<file path="src/rtl/core/plist_pkg.sv">
package plist_pkg;

    localparam int OPCODE_W = 4;
    localparam int POS_W    = 5;
    localparam int VALUE_W  = 32;
    localparam int STATUS_W = 2;
    localparam int COUNT_W  = 5;
    localparam int IDX_W    = 7;

    typedef enum logic [OPCODE_W-1:0] {
        OP_ADDFIRST = 4'd0,
        OP_ADDLAST  = 4'd1,
        OP_ADDAT    = 4'd2,
        OP_RMFIRST  = 4'd3,
        OP_RMLAST   = 4'd4,
        OP_RMAT     = 4'd5,
        OP_GETFIRST = 4'd6,
        OP_GETLAST  = 4'd7,
        OP_GETAT    = 4'd8,
        OP_SIZE     = 4'd9,
        OP_DISPLAY  = 4'd10
    } opcode_t;

    localparam logic [STATUS_W-1:0] STAT_OK     = 2'd0;
    localparam logic [STATUS_W-1:0] STAT_EMPTY  = 2'd1;
    localparam logic [STATUS_W-1:0] STAT_BADPOS = 2'd2;
    localparam logic [STATUS_W-1:0] STAT_FULL   = 2'd3;

    typedef enum logic [1:0] {
        CA_HOLD,
        CA_INSERT,
        CA_REMOVE,
        CA_ROTATE
    } cell_action_t;

    typedef struct packed {
        cell_action_t        action;
        logic [IDX_W-1:0]    pos;
        logic [IDX_W-1:0]    last;
        logic [VALUE_W-1:0]  value;
        logic [IDX_W-1:0]    rd_pos;
    } cell_ctrl_t;

endpackage

</file>
<file path="src/rtl/core/plist_cmd_if.sv">
interface plist_cmd_if
    import plist_pkg::*;
();
    logic                       valid;
    logic                       ready;
    logic [OPCODE_W-1:0]        opcode;
    logic [POS_W-1:0]           position;
    logic signed [VALUE_W-1:0]  value;

    modport source (output valid, output opcode, output position, output value, input ready);
    modport sink   (input valid, input opcode, input position, input value, output ready);
endinterface

</file>
<file path="src/rtl/core/plist_rsp_if.sv">
interface plist_rsp_if
    import plist_pkg::*;
();
    logic                       valid;
    logic                       ready;
    logic [STATUS_W-1:0]        status;
    logic signed [VALUE_W-1:0]  data_out;
    logic [COUNT_W-1:0]         count_out;
    logic                       last_item;

    modport source (output valid, output status, output data_out, output count_out,
                    output last_item, input ready);
    modport sink   (input valid, input status, input data_out, input count_out,
                    input last_item, output ready);
endinterface

</file>
<file path="src/rtl/core/positional_list_engine_core.sv">
// Channel | Dir | Fields                                    | Transfer
// cmd     | in  | opcode[3:0] position[4:0] value[31:0]     | valid && ready
// rsp     | out | status[1:0] data_out[31:0] count_out[4:0] | valid && ready
//         |     | last_item                                 |
// Any command but a display of a non-empty list yields one result, registered in the
// cycle after it is taken. Display on N > 0 entries leaves rsp idle, then yields N
// results, one per cycle unless rsp stalls, by rotating the cell chain once.
// cmd.ready is low during a display stream and while rsp holds an untaken result.
// rst_n clears the count and the result register; cell contents are undefined.
module positional_list_engine_core
    import plist_pkg::*;
#(
    parameter int DEPTH = 16
) (
    input  logic           clk,
    input  logic           rst_n,
    plist_cmd_if.sink      cmd,
    plist_rsp_if.source    rsp
);

    localparam int CW = $clog2(DEPTH + 1);
    localparam logic [CW-1:0] DEPTH_C = CW'(DEPTH);

    typedef enum logic {
        S_CMD,
        S_DISP
    } state_t;

    state_t                 state_reg, state_next;
    logic [CW-1:0]          count_reg, count_next;
    logic [CW-1:0]          disp_cnt_reg, disp_cnt_next;
    logic                   out_valid_reg, out_valid_next;
    logic [STATUS_W-1:0]    status_reg, status_next;
    logic [VALUE_W-1:0]     data_reg, data_next;
    logic                   last_reg, last_next;

    cell_ctrl_t             ctrl;
    logic [VALUE_W-1:0]     cell_data [DEPTH];
    logic [VALUE_W-1:0]     rd_chain  [DEPTH+1];

    logic                   out_free;
    logic                   cmd_xfer;
    logic [IDX_W-1:0]       pos_x;
    logic [IDX_W-1:0]       cnt_x;
    logic [IDX_W-1:0]       cnt_m1_x;
    logic [IDX_W-1:0]       tgt;

    assign out_free = !out_valid_reg || rsp.ready;
    assign cmd.ready = (state_reg == S_CMD) && out_free;
    assign cmd_xfer = cmd.valid && cmd.ready;
    assign pos_x    = IDX_W'(cmd.position);
    assign cnt_x    = IDX_W'(count_reg);
    assign cnt_m1_x = IDX_W'(count_reg - 1'b1);

    always_comb
    begin
        state_next     = state_reg;
        count_next     = count_reg;
        disp_cnt_next  = disp_cnt_reg;
        out_valid_next = out_valid_reg && !rsp.ready;
        status_next    = status_reg;
        data_next      = data_reg;
        last_next      = last_reg;
        tgt            = pos_x;

        ctrl.action = CA_HOLD;
        ctrl.pos    = '0;
        ctrl.last   = cnt_m1_x;
        ctrl.value  = cmd.value;
        ctrl.rd_pos = '0;

        case (opcode_t'(cmd.opcode))
            OP_ADDFIRST, OP_RMFIRST, OP_GETFIRST: tgt = '0;
            OP_ADDLAST:                           tgt = cnt_x;
            OP_RMLAST, OP_GETLAST:                tgt = cnt_m1_x;
            default:                              tgt = pos_x;
        endcase
        ctrl.pos    = tgt;
        ctrl.rd_pos = tgt;

        if (state_reg == S_DISP)
        begin
            if (out_free)
            begin
                ctrl.action    = CA_ROTATE;
                out_valid_next = 1'b1;
                status_next    = STAT_OK;
                data_next      = cell_data[0];
                last_next      = (disp_cnt_reg == count_reg - 1'b1);
                disp_cnt_next  = disp_cnt_reg + 1'b1;
                if (disp_cnt_reg == count_reg - 1'b1)
                    state_next = S_CMD;
            end
        end
        else if (cmd_xfer)
        begin
            out_valid_next = 1'b1;
            status_next    = STAT_OK;
            data_next      = '0;
            last_next      = 1'b1;
            case (opcode_t'(cmd.opcode))
                OP_ADDFIRST, OP_ADDLAST, OP_ADDAT:
                begin
                    if (tgt > cnt_x)
                        status_next = STAT_BADPOS;
                    else if (count_reg == DEPTH_C)
                        status_next = STAT_FULL;
                    else
                    begin
                        ctrl.action = CA_INSERT;
                        count_next  = count_reg + 1'b1;
                    end
                end
                OP_RMFIRST, OP_RMLAST, OP_RMAT:
                begin
                    if (count_reg == '0)
                        status_next = STAT_EMPTY;
                    else if (tgt >= cnt_x)
                        status_next = STAT_BADPOS;
                    else
                    begin
                        ctrl.action = CA_REMOVE;
                        count_next  = count_reg - 1'b1;
                    end
                end
                OP_GETFIRST, OP_GETLAST, OP_GETAT:
                begin
                    if (count_reg == '0)
                        status_next = STAT_EMPTY;
                    else if (tgt >= cnt_x)
                        status_next = STAT_BADPOS;
                    else
                        data_next = rd_chain[DEPTH];
                end
                OP_DISPLAY:
                begin
                    if (count_reg == '0)
                        status_next = STAT_EMPTY;
                    else
                    begin
                        out_valid_next = 1'b0;
                        state_next     = S_DISP;
                        disp_cnt_next  = '0;
                    end
                end
                default:
                begin
                    status_next = STAT_OK;
                end
            endcase
        end
    end

    always_ff @(posedge clk or negedge rst_n)
    begin
        if (!rst_n)
        begin
            state_reg     <= S_CMD;
            count_reg     <= '0;
            disp_cnt_reg  <= '0;
            out_valid_reg <= 1'b0;
            status_reg    <= STAT_OK;
            data_reg      <= '0;
            last_reg      <= 1'b0;
        end
        else
        begin
            state_reg     <= state_next;
            count_reg     <= count_next;
            disp_cnt_reg  <= disp_cnt_next;
            out_valid_reg <= out_valid_next;
            status_reg    <= status_next;
            data_reg      <= data_next;
            last_reg      <= last_next;
        end
    end

    assign rd_chain[0] = '0;

    for (genvar i = 0; i < DEPTH; i++)
    begin : g_cell
        logic [VALUE_W-1:0] left_d;
        logic [VALUE_W-1:0] right_d;

        if (i == 0)
        begin : g_first
            assign left_d = '0;
        end
        else
        begin : g_mid_l
            assign left_d = cell_data[i-1];
        end

        if (i == DEPTH - 1)
        begin : g_final
            assign right_d = '0;
        end
        else
        begin : g_mid_r
            assign right_d = cell_data[i+1];
        end

        plist_cell #(
            .INDEX (i)
        ) u_cell (
            .clk        (clk),
            .ctrl       (ctrl),
            .left_data  (left_d),
            .right_data (right_d),
            .head_data  (cell_data[0]),
            .rd_in      (rd_chain[i]),
            .data       (cell_data[i]),
            .rd_out     (rd_chain[i+1])
        );
    end

    assign rsp.valid     = out_valid_reg;
    assign rsp.status    = status_reg;
    assign rsp.data_out  = data_reg;
    assign rsp.count_out = COUNT_W'(count_reg);
    assign rsp.last_item = last_reg;

endmodule

</file>
<file path="src/rtl/core/plist_cell.sv">
module plist_cell
    import plist_pkg::*;
#(
    parameter int INDEX = 0
) (
    input  logic                clk,
    input  cell_ctrl_t          ctrl,
    input  logic [VALUE_W-1:0]  left_data,
    input  logic [VALUE_W-1:0]  right_data,
    input  logic [VALUE_W-1:0]  head_data,
    input  logic [VALUE_W-1:0]  rd_in,
    output logic [VALUE_W-1:0]  data,
    output logic [VALUE_W-1:0]  rd_out
);

    localparam logic [IDX_W-1:0] MY_IDX = IDX_W'(INDEX);

    logic [VALUE_W-1:0] data_reg;
    logic [VALUE_W-1:0] data_next;

    always_comb
    begin
        data_next = data_reg;
        case (ctrl.action)
            CA_INSERT:
            begin
                if (MY_IDX == ctrl.pos)
                    data_next = ctrl.value;
                else if (MY_IDX > ctrl.pos)
                    data_next = left_data;
            end
            CA_REMOVE:
            begin
                if (MY_IDX >= ctrl.pos)
                    data_next = right_data;
            end
            CA_ROTATE:
            begin
                if (MY_IDX == ctrl.last)
                    data_next = head_data;
                else if (MY_IDX < ctrl.last)
                    data_next = right_data;
            end
            default:
            begin
                data_next = data_reg;
            end
        endcase
    end

    always_ff @(posedge clk)
    begin
        data_reg <= data_next;
    end

    assign data   = data_reg;
    assign rd_out = rd_in | ((MY_IDX == ctrl.rd_pos) ? data_reg : '0);

endmodule

</file>
<file path="src/flat_wrapper.sv">
// flat-port wrapper written by rule: the top's interface ports become plain ports
module positional_list_engine_core_flat import plist_pkg::*;
#(
    parameter int DEPTH = 16
)
  (clk, rst_n, cmd_valid, cmd_opcode, cmd_position, cmd_value, cmd_ready, rsp_valid, rsp_status, rsp_data_out, rsp_count_out, rsp_last_item, rsp_ready);
  plist_cmd_if cmd_i ();
  plist_rsp_if rsp_i ();
  input  logic clk;
  input  logic rst_n;
  input wire logic [$bits(cmd_i.valid)-1:0] cmd_valid;
  input wire logic [$bits(cmd_i.opcode)-1:0] cmd_opcode;
  input wire logic [$bits(cmd_i.position)-1:0] cmd_position;
  input wire logic [$bits(cmd_i.value)-1:0] cmd_value;
  output wire logic [$bits(cmd_i.ready)-1:0] cmd_ready;
  output wire logic [$bits(rsp_i.valid)-1:0] rsp_valid;
  output wire logic [$bits(rsp_i.status)-1:0] rsp_status;
  output wire logic [$bits(rsp_i.data_out)-1:0] rsp_data_out;
  output wire logic [$bits(rsp_i.count_out)-1:0] rsp_count_out;
  output wire logic [$bits(rsp_i.last_item)-1:0] rsp_last_item;
  input wire logic [$bits(rsp_i.ready)-1:0] rsp_ready;
  assign cmd_i.valid = cmd_valid;
  assign cmd_i.opcode = cmd_opcode;
  assign cmd_i.position = cmd_position;
  assign cmd_i.value = cmd_value;
  assign cmd_ready = cmd_i.ready;
  assign rsp_valid = rsp_i.valid;
  assign rsp_status = rsp_i.status;
  assign rsp_data_out = rsp_i.data_out;
  assign rsp_count_out = rsp_i.count_out;
  assign rsp_last_item = rsp_i.last_item;
  assign rsp_i.ready = rsp_ready;
  positional_list_engine_core #(.DEPTH(DEPTH)) u_core (.clk(clk), .rst_n(rst_n), .cmd(cmd_i), .rsp(rsp_i));
endmodule
</file>
<file path="config.mk">
export PLATFORM = sky130hd
export DESIGN_NAME = positional_list_engine_core_flat
export DESIGN_NICKNAME = d
export VERILOG_FILES = /design/src/rtl/core/plist_pkg.sv /design/src/rtl/core/plist_cmd_if.sv /design/src/rtl/core/plist_rsp_if.sv /design/src/rtl/core/positional_list_engine_core.sv /design/src/rtl/core/plist_cell.sv /design/src/flat_wrapper.sv
export SDC_FILE = /design/constraint.sdc
export NUM_CORES = 2
export LEC_CHECK = 0
export BUFFER_PORTS_ARGS = -buffer_cell sky130_fd_sc_hd__buf_2
export CORE_AREA = 3 3 373 264
export DETAILED_ROUTE_END_ITERATION = 16
export DIE_AREA = 0 0 376 267
export PLACE_DENSITY = 0.65
export SYNTH_ARGS = -nofsm -noshare
export SYNTH_HDL_FRONTEND = slang
export SYNTH_HIERARCHICAL = 1
export SYNTH_SLANG_ARGS = --single-unit
</file>
<file path="constraint.sdc">
create_clock -name clk -period 14 [get_ports clk]
set_clock_uncertainty 0.15 [all_clocks]
set_input_delay 0.7 -clock clk [delete_from_list [all_inputs] [get_ports clk]]
set_output_delay 0.7 -clock clk [all_outputs]
set_load 0.05 [all_outputs]
</file>
Yosys cells after proc, flatten, opt, wreduce, memory -nomap -nowiden
Index checks and enable logic that the tools add are counted.
{ "classes": {"n_addsub": 4, "multipliers": 0, "n_div": 0, "order_cmp": 50, "n_eq_ne": 99, "shift": 0, "muxes": 160, "bitwise_logic": 16, "n_reduce_logical": 39} }
{ "ops": {"columns": ["op", "count"], "rows": [
  ["$mux 32", 102],
  ["$pmux 32 s3", 16],
  ["$or 32x32->32", 15],
  ["$eq 4x7->1 const A", 16],
  ["$ne 3x3->1 const B", 31],
  ["$reduce_and 4->1", 16],
  ["$eq 3x7->1 const A", 8],
  ["$ge 4x7->1 const A", 8],
  ["$gt 4x7->1 const A", 8],
  ["$lt 4x7->1 const A", 8],
  ["$ne 2x2->1 const B", 23],
  ["$mux 5", 9],
  ["$eq 2x7->1 const A", 4],
  ["$ge 3x7->1 const A", 4],
  ["$gt 3x7->1 const A", 4],
  ["$lt 3x7->1 const A", 4],
  ["$mux 2", 13],
  ["$pmux 7 s3", 1],
  ["$eq 4x3->1 const B", 4],
  ["$mux 1", 16],
  ["$eq 1x7->1 const A", 2],
  ["$ge 1x7->1 const A", 2],
  ["$ge 2x7->1 const A", 2],
  ["$gt 1x7->1 const A", 2],
  ["34 further kinds", 50]
]} }
{ "word_totals": {"reg_bits": 559, "latchBits": 0, "ram_bits": 0, "rom_bits": 0, "out_inout_bits": 42, "n_memories": 0} }

Depth between registers and ports, before layout
{ "depth": {"ltp_word": 25, "ltp_mapped": 27, "mapped_depth_nobuf": 26} }

Cells and area by module
The synthesis kept the hierarchy.
{ "modules_own_cells": {"columns": ["module", "n_inst", "cells_per_inst", "area_each_um2", "seq_area_each_um2"], "rows": [
  ["plist_cell at u_core.g_cell[7].u_cell", 1, 312, 3194.3, 960.9],
  ["plist_cell at u_core.g_cell[2].u_cell", 1, 311, 3121.7, 960.9],
  ["plist_cell at u_core.g_cell[0].u_cell", 1, 307, 3114.2, 960.9],
  ["plist_cell at u_core.g_cell[6].u_cell", 1, 312, 3093.0, 960.9],
  ["plist_cell at u_core.g_cell[4].u_cell", 1, 311, 3071.7, 960.9],
  ["positional_list_engine_core", 1, 350, 3069.2, 1176.1],
  ["plist_cell at u_core.g_cell[13].u_cell", 1, 315, 3055.4, 960.9],
  ["plist_cell at u_core.g_cell[15].u_cell", 1, 311, 2990.4, 960.9],
  ["plist_cell at u_core.g_cell[14].u_cell", 1, 297, 2895.3, 960.9],
  ["plist_cell at u_core.g_cell[12].u_cell", 1, 299, 2829.0, 960.9],
  ["plist_cell at u_core.g_cell[3].u_cell", 1, 297, 2797.7, 960.9],
  ["plist_cell at u_core.g_cell[5].u_cell", 1, 230, 2512.4, 960.9],
  ["plist_cell at u_core.g_cell[11].u_cell", 1, 187, 2366.0, 960.9],
  ["plist_cell at u_core.g_cell[1].u_cell", 1, 186, 2364.8, 960.9],
  ["3 more rows", null, null, null, null]
]} }

Worst setup path after synthesis
Ideal clock, no wire load.
{ "synth_timing": {"path_type": "flip-flop to flip-flop", "startpoint": "reg u_core.count_reg[0], in the netlist u_core/rsp.count_out[0]", "endpoint": "reg u_core.g_cell[13].u_cell.data_reg[0], enable pin", "setup_time_ps": 470, "arrival_ps": 9174, "path_slack_ps": 4206, "path_stages_with_launch": 17, "cell_sequence": "dfrtp_1 -> inv_1 -> ha_1 -> nand2_1 -> xnor2_1 -> nor2b_1 -> a221o_1 -> ha_1 -> a21o_1 -> o21bai_4 -> nor3_1 -> nand2_1 -> nand2_1 -> buf_2 -> buf_1 -> a21oi_1 -> o31ai_1"} }
{ "synth_lines": {"columns": ["item", "line_no", "source"], "rows": [
  ["from (decl)", "positional_list_engine_core.sv:30", "logic [CW-1:0] count_reg, count_next;"],
  ["from (signal assigned)", "positional_list_engine_core.sv:169", "count_reg <= count_next;"],
  ["to (signal assigned)", "plist_cell.sv:53", "data_reg <= data_next;"],
  ["to (decl)", "plist_cell.sv:18", "logic [VALUE_W-1:0] data_reg;"]
]} }

==> out/metrics.yaml <==
synthAdderAreaFrac: 0.00258
synth-seq-cells: 559
topRoutingLayerUsed: "met5"
numCtsBuffers: 59
fin_crit_sh: 0.522
critPathSlowestCell: "buf_4"
cts_buffer_depth: 3
final_util: 0.528
die-area_um2: 100000
synth.distinct_cells: 92
min_path_cells: 3
clk_pin_slew_ns: 0.07
hp-class: "primary input to flip-flop"
fp.dieW_um: 376
first_pass_iters: 8
power_density_nw_per_um2: 209
clock-root-buffer: "clkbuf_16"
finalSetupTns_ns: 0
critPathArrivalTime_ns: 7.56
cts_max_level: 2
mostFrequentLayoutCells: "512 x edfxtp_1, 504 x a21o_1, 476 x nor2_1"
p_leak_uw: 0.0187
crit_chain: "inv_1 -> ha_1 -> nand2_1 -> xnor2_2 -> buf_4 -> nor2b_1 -> a221o_2 -> buf_4 -> ha_1 -> a21o_1 -> o21bai_4 -> nor3_1 -> nand2_1 -> nand2_4 -> buf_4 -> buf_12 -> buf_4 -> nor2_1 -> a2111oi_1"
grt_setup_unrepaired: "false"
grt_max_degree: 268
hold_buffers: 1
dp_hpwl_um: 98700
ant_nets: 0
antenna_found_initial: 4
critPathKind: "flip-flop to flip-flop"
core_um2: 95400
vias_per_cell: 6.78
yosysWarningCount: 6
cts_tree: "done"
io_buffer_count: 86
fmax_ghz: 0.137
slew-limit-headroom: 0.210
muxShareOfSynthArea: 0.102
min_to: "u_core/rsp.valid$_DFF_PN0_"
cp-start-kind: "flip-flop"
period_needed_ns: 7.31
ios: 87
die-height_um: 267
required_ns: 14.25
crit_buf_inv: 6
via_count: 39674
row_count: 95
syn_inst: 4673
status: "complete, no violations"
synth_compound_area_frac: 0.259
final_hold_viol_count: 0
synth_top_family_by_area: "compound AO/OA/AOI/OAI gates"
post_cts_resize_count: 0
synthXorXnorAreaFrac: 0.00258
largest_reg_flops: 512
overflow: 0
synth-edff-count: 512
async_flop_share: 0.0841
drive_above_1_share: 0.188
insertion_delay_ns: 0.66
maxSlewViolCount: 0
max-cap-violations: 0
syn_area_um2: 47500
path_common_cell: "buf_4"
synth-seq-area-share: 0.349
track_usage: 0.289
post-cts-setup-buffers: 0
reg2regPathDepth: 19
wire_per_inst_um: 25.7
wl_met1_um: 70700
cp_top_family: "buffers and inverters"
p_total_uw: 10500
rr_startpoint: "u_core/rsp.count_out[1]$_DFFE_PN0P_"
finalWeightedCongestion: 0.856
dr.first_iter.drc_count: 4178
dr_wl_met2_um: 66400
wirelength_um: 150000
drc_errors: 0
hp-start: "cmd_valid"
cpPeakStageDelay_ns: 0.70
max-vdd-ir-drop_uv: 179
final_common_cell: "edfxtp_1"
dr_wl_met3_um: 10600
r2r_slack_ns: 6.69
synth-main-ff-cell: "edfxtp_1"
grt_pass1_vias: 38813
endpoint_kind: "flip-flop"
cp_max_fo: 186
r2r-end: "u_core/g_cell[2].u_cell/data[12]$_DFFE_PP_"
cts_sinks: 559
avgSynthCellArea_um2: 10.2
synth_simple_gate_area_share: 0.225
area_growth_pct: 6.13
nNetsFinal: 4596
setup_viol: 0
tightest_slew_ns: 1.19
crit_start: "u_core/rsp.count_out[1]$_DFFE_PN0P_"
grt_pass1_wl_um: 234000
start_util: 0.497
cell type report:
type / count / area [um2]
Tap cell: 1261 / 1580
Clock inverter: 39 / 320
Antenna cell: 1 / 2.50
Sequential cell: 559 / 16600
Timing Repair Buffer: 210 / 1410
Fill cell: 8581 / 45100
Clock buffer: 73 / 1550
Multi-Input combinational cell: 3670 / 28800
Inverter: 42 / 159
power breakdown:
part           leakage (uW)  switching (uW)  internal (uW)  total [uW]
Sequential          0.00527             556           2820        3380
Combinational        0.0125            3620           1910        5530
Clock              0.000925             740            876        1620
Total                0.0187            4920           5610       10500
routing by layer:
layer,track usage,vias to the layer above
li1,-,17858
met5,0,-
met3,0.0380,204
met1,0.434,20056
met2,0.443,1552
met4,0.0650,4
stage by stage:
step | hold WS, ns | instances | cell area (um2) | setup slack, ns
final | 0.145 | 5855 | 50400 | 6.69
after global routing | 0.140 | 5855 | 50400 | 6.27
after CTS | 0.107 | 5854 | 50400 | 6.84
after detailed placement | 0.345 | 5741 | 48500 | 6.90
after global placement | 0.340 | 5741 | 48500 | 6.91
after floorplan | 0.254 | 4768 | 47800 | 4.21
worst max path at each step:
stage	end	slack (ns)	depth (start not counted)
detailed placement	u_core/g_cell[2].u_cell/data[27]$_DFFE_PP_	6.90	15
finish	u_core/g_cell[2].u_cell/data[12]$_DFFE_PP_	6.69	19
global placement	u_core/g_cell[5].u_cell/data[10]$_DFFE_PP_	6.91	15
floorplan	u_core/g_cell[13].u_cell/data[0]$_DFFE_PP_	4.21	16
global route	u_core/g_cell[15].u_cell/data[11]$_DFFE_PP_	6.27	18
CTS	u_core/g_cell[2].u_cell/data[12]$_DFFE_PP_	6.84	19
cell usage after synthesis (all sizes together), types with 3 or more instances:
cell type | count | area share
inv | 41 | 0.0032
buf | 254 | 0.038
or4 | 10 | 0.0020
nor3 | 216 | 0.024
a31oi | 4 | 0.00053
a221oi | 64 | 0.016
xor2 | 5 | 0.00092
dfrtp | 47 | 0.025
o21ai | 49 | 0.0052
or3 | 6 | 0.00090
o31ai | 4 | 0.00092
nor2b | 6 | 0.00079
a2111oi | 225 | 0.050
a221o | 4 | 0.00084
edfxtp | 512 | 0.32
nor4 | 14 | 0.0052
mux2i | 450 | 0.095
nand4b | 6 | 0.0011
and4 | 4 | 0.00074
xnor2 | 9 | 0.0017
mux2 | 32 | 0.0076
nor2 | 479 | 0.038
nor3b | 36 | 0.0058
and3 | 5 | 0.00066
and4b | 3 | 0.00063
a311oi | 32 | 0.0096
ha | 9 | 0.0024
o211ai | 8 | 0.0013
nand4 | 14 | 0.0018
o22ai | 7 | 0.00092
or4b | 21 | 0.0049
a21oi | 275 | 0.031
a21o | 514 | 0.082
nand2b | 362 | 0.048
nand2 | 74 | 0.0075
nor4b | 251 | 0.078
nand3 | 19 | 0.0020
clkbuf | 243 | 0.019
a211oi | 322 | 0.057
and2 | 10 | 0.0014
cell families (layout without fill, tap and decap cells):
family,count (synthesis),after routing
flip-flops,559,559
XOR/XNOR,14,14
other,1,97
AND/OR/NAND/NOR,1542,1542
multiplexers,482,482
buffers and inverters,539,364
adder cells (fa/ha/maj),10,10
AO/OA/AOI/OAI,1526,1526
worst min-delay path: stages:
cell,delay [ns]
buf_2,0.09
nand2_1,0.05
nand2_1,0.06
No activity file was read; power rests on OpenSTA's default activity.
